<file path="src/design/sorted_list_insert_remove_macros.svh">
// ----------------------------------------------------------------------------
// Sorted list store: assertion macros
// Shared concurrent assertion forms, clocked and reset-qualified.
// ----------------------------------------------------------------------------
`ifndef SORTED_LIST_INSERT_REMOVE_MACROS_SVH
`define SORTED_LIST_INSERT_REMOVE_MACROS_SVH

// same-cycle implication
`define SLRI_ASSERT_IMP(label, clk, rst_n, ante, cons) \
	label: assert property (@(posedge clk) disable iff (!rst_n) (ante) |-> (cons)) \
		else $error("same-cycle assertion failed");

// next-cycle implication
`define SLRI_ASSERT_NXT(label, clk, rst_n, ante, cons) \
	label: assert property (@(posedge clk) disable iff (!rst_n) (ante) |=> (cons)) \
		else $error("next-cycle assertion failed");

`endif

</file>
<file path="src/design/slri_pkg.sv">
// ----------------------------------------------------------------------------
// Sorted list store: package
// Request/result payload types, request and status codes, default size.
// ----------------------------------------------------------------------------
package slri_pkg;

	localparam int DEFAULT_CAPACITY = 64;
	localparam int VALUE_W          = 32;

	// request codes
	localparam logic REQ_INSERT = 1'b0;
	localparam logic REQ_REMOVE = 1'b1;

	// status codes
	localparam logic [1:0] STATUS_DONE     = 2'd0;
	localparam logic [1:0] STATUS_NOTFOUND = 2'd1;
	localparam logic [1:0] STATUS_FULL     = 2'd2;

	typedef struct packed {
		logic                      req_type;
		logic signed [VALUE_W-1:0] value;
	} req_t;

	typedef struct packed {
		logic [1:0] status;
		logic [6:0] entry_count;
	} resp_t;

endpackage

</file>
<file path="src/design/slri_mem.sv">
// ----------------------------------------------------------------------------
// Sorted list store: entry memory
// Simple dual-port synchronous RAM, one write and one read per cycle,
// registered read data.
// ----------------------------------------------------------------------------
module slri_mem #(
	parameter int DEPTH = slri_pkg::DEFAULT_CAPACITY,
	parameter int AW    = $clog2(slri_pkg::DEFAULT_CAPACITY)
) (
	input  logic                               clk,
	input  logic                               we,
	input  logic [AW-1:0]                      waddr,
	input  logic signed [slri_pkg::VALUE_W-1:0] wdata,
	input  logic                               re,
	input  logic [AW-1:0]                      raddr,
	output logic signed [slri_pkg::VALUE_W-1:0] rdata
);

	logic signed [slri_pkg::VALUE_W-1:0] mem [DEPTH];
	logic signed [slri_pkg::VALUE_W-1:0] rdata_q;

	// write port
	always_ff @(posedge clk) begin
		if (we) begin
			mem[waddr] <= wdata;
		end
	end

	// read port, registered
	always_ff @(posedge clk) begin
		if (re) begin
			rdata_q <= mem[raddr];
		end
	end

	assign rdata = rdata_q;

endmodule

</file>
<file path="src/design/sorted_list_insert_remove.sv">
// An insert scans the held entries, writes the tail slot and finishes; a
// remove scans and finishes. An empty store skips the scan, and an insert
// into a full store goes straight to the finish. Start is taken again in
// the cycle done is shown. Cost is one memory read per held entry,
// shifting through the write port. Reset (arst_n low) empties the store;
// memory contents are not cleared.
// ----------------------------------------------------------------------------
// Sorted list store: top level
// Ascending multiset of signed values with insert and remove-first-equal,
// held in one RAM and updated by a single read-modify-write pass.
// ----------------------------------------------------------------------------
module sorted_list_insert_remove #(
	parameter int CAPACITY = slri_pkg::DEFAULT_CAPACITY
) (
	input  logic            clk,
	input  logic            arst_n,
	input  logic            start,
	output logic            busy,
	input  slri_pkg::req_t  cmd,
	output logic            done,
	output slri_pkg::resp_t result
);

	`include "sorted_list_insert_remove_macros.svh"

	localparam int AW = $clog2(CAPACITY);
	localparam int CW = $clog2(CAPACITY + 1);

	typedef enum logic [3:0] {
		ST_IDLE = 4'b0001,
		ST_SCAN = 4'b0010,
		ST_TAIL = 4'b0100,
		ST_FIN  = 4'b1000
	} state_t;

	state_t                               state_q;
	logic [CW-1:0]                        count_q;
	logic [CW-1:0]                        rd_q;
	logic                                 found_q;
	logic                                 full_q;
	logic                                 req_q;
	logic signed [slri_pkg::VALUE_W-1:0]  value_q;
	logic signed [slri_pkg::VALUE_W-1:0]  carry_q;
	logic                                 vld_s1;
	logic [AW-1:0]                        idx_s1;
	logic                                 done_q;
	slri_pkg::resp_t                      result_q;

	logic                                 accept;
	logic                                 rd_en;
	logic                                 hit;
	logic                                 last;
	logic                                 is_full;
	logic [CW-1:0]                        cnt_fin;
	logic                                 mem_we;
	logic [AW-1:0]                        mem_waddr;
	logic signed [slri_pkg::VALUE_W-1:0]  mem_wdata;
	logic signed [slri_pkg::VALUE_W-1:0]  rdata;

	assign accept  = start && (state_q == ST_IDLE);
	assign busy    = (state_q != ST_IDLE);
	assign is_full = (count_q == CW'(CAPACITY));
	assign rd_en   = (state_q == ST_SCAN) && (rd_q < count_q);
	assign last    = vld_s1 && (CW'(idx_s1) == (count_q - CW'(1)));

	// insertion point is the first entry not below the value; a remove hits the first equal one
	assign hit = vld_s1 && !found_q &&
		((req_q == slri_pkg::REQ_INSERT) ? (rdata >= value_q) : (rdata == value_q));

	assign cnt_fin = ((req_q == slri_pkg::REQ_REMOVE) && found_q) ?
		(count_q - CW'(1)) : count_q;

	// write port: shift during scan, tail write for inserts
	always_comb begin
		mem_we    = 1'b0;
		mem_waddr = idx_s1;
		mem_wdata = carry_q;
		case (state_q)
			ST_SCAN: begin
				if (req_q == slri_pkg::REQ_INSERT) begin
					mem_we    = vld_s1 && (found_q || hit);
					mem_waddr = idx_s1;
					mem_wdata = found_q ? carry_q : value_q;
				end else begin
					mem_we    = vld_s1 && found_q;
					mem_waddr = idx_s1 - AW'(1);
					mem_wdata = rdata;
				end
			end
			ST_TAIL: begin
				mem_we    = 1'b1;
				mem_waddr = count_q[AW-1:0];
				mem_wdata = found_q ? carry_q : value_q;
			end
			default: begin
				mem_we = 1'b0;
			end
		endcase
	end

	// sequencer
	always_ff @(posedge clk or negedge arst_n) begin
		if (!arst_n) begin
			state_q  <= ST_IDLE;
			count_q  <= '0;
			rd_q     <= '0;
			found_q  <= 1'b0;
			full_q   <= 1'b0;
			vld_s1   <= 1'b0;
			done_q   <= 1'b0;
		end else begin
			done_q <= 1'b0;
			vld_s1 <= rd_en;
			if (rd_en) begin
				rd_q <= rd_q + CW'(1);
			end
			if (hit) begin
				found_q <= 1'b1;
			end
			case (state_q)
				ST_IDLE: begin
					if (accept) begin
						rd_q    <= '0;
						found_q <= 1'b0;
						full_q  <= 1'b0;
						if ((cmd.req_type == slri_pkg::REQ_INSERT) && is_full) begin
							full_q  <= 1'b1;
							state_q <= ST_FIN;
						end else if (count_q == '0) begin
							state_q <= (cmd.req_type == slri_pkg::REQ_INSERT) ?
								ST_TAIL : ST_FIN;
						end else begin
							state_q <= ST_SCAN;
						end
					end
				end
				ST_SCAN: begin
					if (last) begin
						state_q <= (req_q == slri_pkg::REQ_INSERT) ? ST_TAIL : ST_FIN;
					end
				end
				ST_TAIL: begin
					count_q <= count_q + CW'(1);
					state_q <= ST_FIN;
				end
				ST_FIN: begin
					count_q <= cnt_fin;
					done_q  <= 1'b1;
					state_q <= ST_IDLE;
				end
				default: begin
					state_q <= ST_IDLE;
				end
			endcase
		end
	end

	// request capture, shift carry and result payload
	always_ff @(posedge clk) begin
		if (accept) begin
			req_q   <= cmd.req_type;
			value_q <= cmd.value;
		end
		if (vld_s1 && (found_q || hit)) begin
			carry_q <= rdata;
		end
		idx_s1 <= rd_q[AW-1:0];
		if (state_q == ST_FIN) begin
			result_q.entry_count <= 7'(cnt_fin);
			if (full_q) begin
				result_q.status <= slri_pkg::STATUS_FULL;
			end else if ((req_q == slri_pkg::REQ_REMOVE) && !found_q) begin
				result_q.status <= slri_pkg::STATUS_NOTFOUND;
			end else begin
				result_q.status <= slri_pkg::STATUS_DONE;
			end
		end
	end

	assign done   = done_q;
	assign result = result_q;

	slri_mem #(
		.DEPTH (CAPACITY),
		.AW    (AW)
	) u_mem (
		.clk   (clk),
		.we    (mem_we),
		.waddr (mem_waddr),
		.wdata (mem_wdata),
		.re    (rd_en),
		.raddr (rd_q[AW-1:0]),
		.rdata (rdata)
	);

	// checks
	`SLRI_ASSERT_IMP(a_count_bound, clk, arst_n, 1'b1, count_q <= CW'(CAPACITY))
	`SLRI_ASSERT_NXT(a_fin_done, clk, arst_n, state_q == ST_FIN, done_q && !busy)
	`SLRI_ASSERT_IMP(a_scan_wr_range, clk, arst_n, mem_we && (state_q == ST_SCAN),
		CW'(mem_waddr) < count_q)
	`SLRI_ASSERT_IMP(a_tail_not_full, clk, arst_n, state_q == ST_TAIL, !is_full)

endmodule

</file>
<file path="config.mk">
export PLATFORM = sky130hd
export DESIGN_NAME = sorted_list_insert_remove
export DESIGN_NICKNAME = d
export VERILOG_FILES = /design/src/design/slri_pkg.sv /design/src/design/slri_mem.sv /design/src/design/sorted_list_insert_remove.sv
export VERILOG_INCLUDE_DIRS = /design/src /design/src/design
export SDC_FILE = /design/constraint.sdc
export NUM_CORES = 2
export LEC_CHECK = 0
export BUFFER_PORTS_ARGS = -buffer_cell sky130_fd_sc_hd__buf_2
export CAP_MARGIN = 20
export CORE_MARGIN = 4
export CORE_UTILIZATION = 60
export DETAILED_ROUTE_END_ITERATION = 16
export PLACE_DENSITY = 0.76
export SLEW_MARGIN = 10
export SYNTH_ARGS = -nofsm -noshare
export SYNTH_HDL_FRONTEND = slang
export SYNTH_SLANG_ARGS = --single-unit
</file>
<file path="constraint.sdc">
create_clock -name clk -period 9.95 [get_ports clk]
set_input_delay 2.985 -clock clk [delete_from_list [all_inputs] [get_ports clk]]
set_output_delay 2.985 -clock clk [all_outputs]
set_load 0.005 [all_outputs]
</file>
==> flow_metrics.py <==
metrics = {
    "cts": {
        "htreeDepth": 4,
        "path_clk_slew_ns": 0.06,
        "cts.repair.resized": 0,
        "cts_max_path_buffers": 3,
        "cts_hold_buf": 0,
        "insertion_delay_ns": 0.84,
        "cts_buffers": 201,
        "cts_sinks": 2182,
        "cts_tree": "yes",
        "post_cts_buffers": 0,
        "cts_root_buf": "clkbuf_16",
    },
    "detailed_routing": {
        "first_iter_violations": 6681,
        "ant_nets": 0,
        "drcViolationCount": 0,
        "vias_per_cell": 6.901,
        "wl_um": 203100,
        "dr.pass1.iters": 7,
        "detail_route.wl_per_cell_um": 35.17,
        "vias": 39858,
    },
    "synth": {
        "synth_top_area_share_pct": 76.61,
        "syn_nets": 3619,
        "synth_seq_cells": 2182,
        "synth_area_leaders": "edfxtp_1, mux4_2, dfrtp_1, ha_1, a21oi_1",
        "yosys.area.top_type": "edfxtp_1",
        "synth_flop_cell": "edfxtp_1",
        "synth_cell_type_count": 65,
        "ys_seq_area_share_pct": 77.40,
        "yosys_warnings": 0,
        "synth_most_common_cell": "edfxtp_1",
        "netlist_instances": 3541,
        "synth.avg_cell_area_um2": 23.84,
        "synth_area_mm2": 0.08443,
        "synth_edf_count": 2154,
        "synth_commonest_cells": "edfxtp_1, mux4_2, clkbuf_1, a21oi_1, inv_1",
        "async_reset_ff_share_pct": 1.008,
    },
    "timing": {
        "setup_slack_ns": 4.469,
        "holdWs_ns": 0.4834,
        "tns_ns": 0,
        "grt_setup_unrepaired": "no",
        "relSlewSlack_pct": 21.89,
        "timing.final.crit_share_pct": 55.08,
        "hold_viol": 0,
        "worst_pin_slew_ns": 1.172,
        "skew_ns": 0.03214,
        "period_needed_ns": 5.481,
        "fmax_ghz": 0.1825,
        "slew_violations": 0,
        "setup_viol": 0,
    },
    "critical_path": {
        "endpoint_kind": "primary output",
        "critPathKind": "flip-flop to primary output",
        "crit_path_start": "state_q[0]$_DFFE_PN1P_",
        "rr_startpoint": "rd_q[1]$_DFF_PN0_",
        "timing.rr.end": "u_mem.rdata[27]$_DFFE_PP_",
        "crit_required_ns": 6.97,
        "reg2reg_depth": 5,
        "r2r_slack_ns": 5.39,
        "path_max_fanout": 9,
        "cp.arrival_ns": 2.50,
        "critPathLaunchType": "flip-flop",
        "crit_path_end": "busy",
    },
    "pwr": {
        "finalPower_mw": 21.59,
        "p_leak_nw": 28.57,
        "p_seq_share_pct": 50.9,
        "clock_power_share_pct": 35.0,
        "ir_drop_mv": 0.1664,
        "powerDensity_mw_per_mm2": 227.9,
        "p_sw_share_pct": 24.93,
        "p_int_mw": 16.21,
        "p_comb_share_pct": 14.1,
        "p_switching_mw": 5.381,
    },
    "global_route": {
        "antenna_found_initial": 21,
        "grt_max_degree": 153,
        "grt_pass1_vias": 40162,
        "track_usage_pct": 28.38,
        "grt_pass1_wl_um": 294800,
        "overflow": 0,
    },
    "layout": {
        "nFillCells": 8145,
        "final_cells": 5776,
        "design_area_mm2": 0.09470,
        "fin_nets": 3803,
        "synthToLayoutAreaGrowth_pct": 12.16,
        "seqCellArea_mm2": 0.06537,
        "final_util_pct": 67.79,
        "layout-drive-gt1-share_pct": 31.45,
        "multi_input_area_mm2": 0.01874,
    },
    "floorplanning": {
        "core_area_mm2": 0.1397,
        "initial_core_util_pct": 60.44,
        "fp.dieW_um": 383.1,
        "die_h_um": 383.1,
        "rows": 137,
        "ios": 47,
        "dieArea_mm2": 0.1468,
    },
    "flow_run": {
        "drv_cap": 0,
    },
    "outcome": {
        "outcome": "completed",
    },
    "placement": {
        "dp_hpwl_um": 108100,
        "io_buffers": 46,
        "finalWeightedCongestion": 0.8783,
        "post_dp_cell_area_mm2": 0.08818,
        "dp.cells": 5394,
        "place_ws_ns": 5.265,
    },
    "min_path": {
        "timing.hold.worst.start": "u_mem.rdata[27]$_DFFE_PP_",
        "hp-class": "flip-flop to flip-flop",
    },
}
kinds of logic after synthesis:
kind of cell,synth area share (%)
buf+inv,1.326
mux,17.99
simple gates,1.040
compound gates,1.406
flops,77.40
xor+xnor,0.2178
fa+ha+maj,0.6224
worst max-delay path, cell delays in order, from the launching register on:
cell and delay, ns:
dfstp_2 0.63, nor4b_1 0.65, inv_1 0.19, buf_2 0.20
power groups by stage:
stage / registers, mW / clock network [mW] / logic [mW]
floorplan: 11.1 / 0 / 2.02
global placement: 11.2 / 0 / 2.92
detailed placement: 11.2 / 0 / 2.99
CTS: 11.0 / 7.65 / 3.03
global route: 11.0 / 8.07 / 3.26
finish: 11.0 / 7.56 / 3.04
area by class of cell:
| class | instances | area share, % |
|---|---|---|
| Antenna cell | 2 | 0.005285 |
| Clock buffer | 246 | 5.589 |
| Clock inverter | 130 | 1.219 |
| Inverter | 78 | 0.3092 |
| Multi-Input combinational cell | 1089 | 19.79 |
| Sequential cell | 2182 | 69.03 |
| Tap cell | 1876 | 2.478 |
| Timing Repair Buffer | 173 | 1.585 |
routing by layer:
layer  GRT usage (%)  share of wire (%)  vias up
met5               0              0.013        -
met4           7.086                2.1        4
met3           7.751                 13      283
met2           43.36                 48     2806
met1           41.84                 37    21140
li1                -                  -    15625
registers in the layout, indices dropped and copies added, names as in the netlist:
register and flops:
found_q 1, rd_q 7, count_q 7, state_q 4, u_mem.rdata 32, full_q 1, done 1, req_q 1
vld_s1 1, result 9, carry_q 32, idx_s1 6, u_mem.mem 2048, value_q 32
cell usage in the layout, fill, tap and decap left out, types with 8 or more instances in the layout:
master / n
ha_1: 42
clkbuf_1: 39
nand4_1: 11
bufinv_16: 16
a21oi_1: 24
nand3_1: 16
buf_12: 16
buf_2: 47
a21oi_4: 65
mux4_2: 672
clkbuf_16: 204
nor3_1: 8
edfxtp_1: 2154
dfrtp_1: 15
clkinvlp_4: 9
clkinv_1: 49
inv_1: 76
nor2_1: 31
o21ai_0: 13
xnor2_1: 15
clkinv_2: 45
nand2_1: 59
a222oi_1: 32
buf_4: 104
worst min path at each step:
stage / end / slack, ns / cells past startpoint
finish: carry_q[27]$_DFFE_PN_ / 0.48 / 0
global route: carry_q[27]$_DFFE_PN_ / 0.49 / 0
CTS: carry_q[27]$_DFFE_PN_ / 0.48 / 0
detailed placement: carry_q[27]$_DFFE_PN_ / 0.47 / 0
global placement: carry_q[27]$_DFFE_PN_ / 0.46 / 0
floorplan: idx_s1[2]$_DFF_P_ / 0.37 / 0
(Power assumes the default switching activity.)
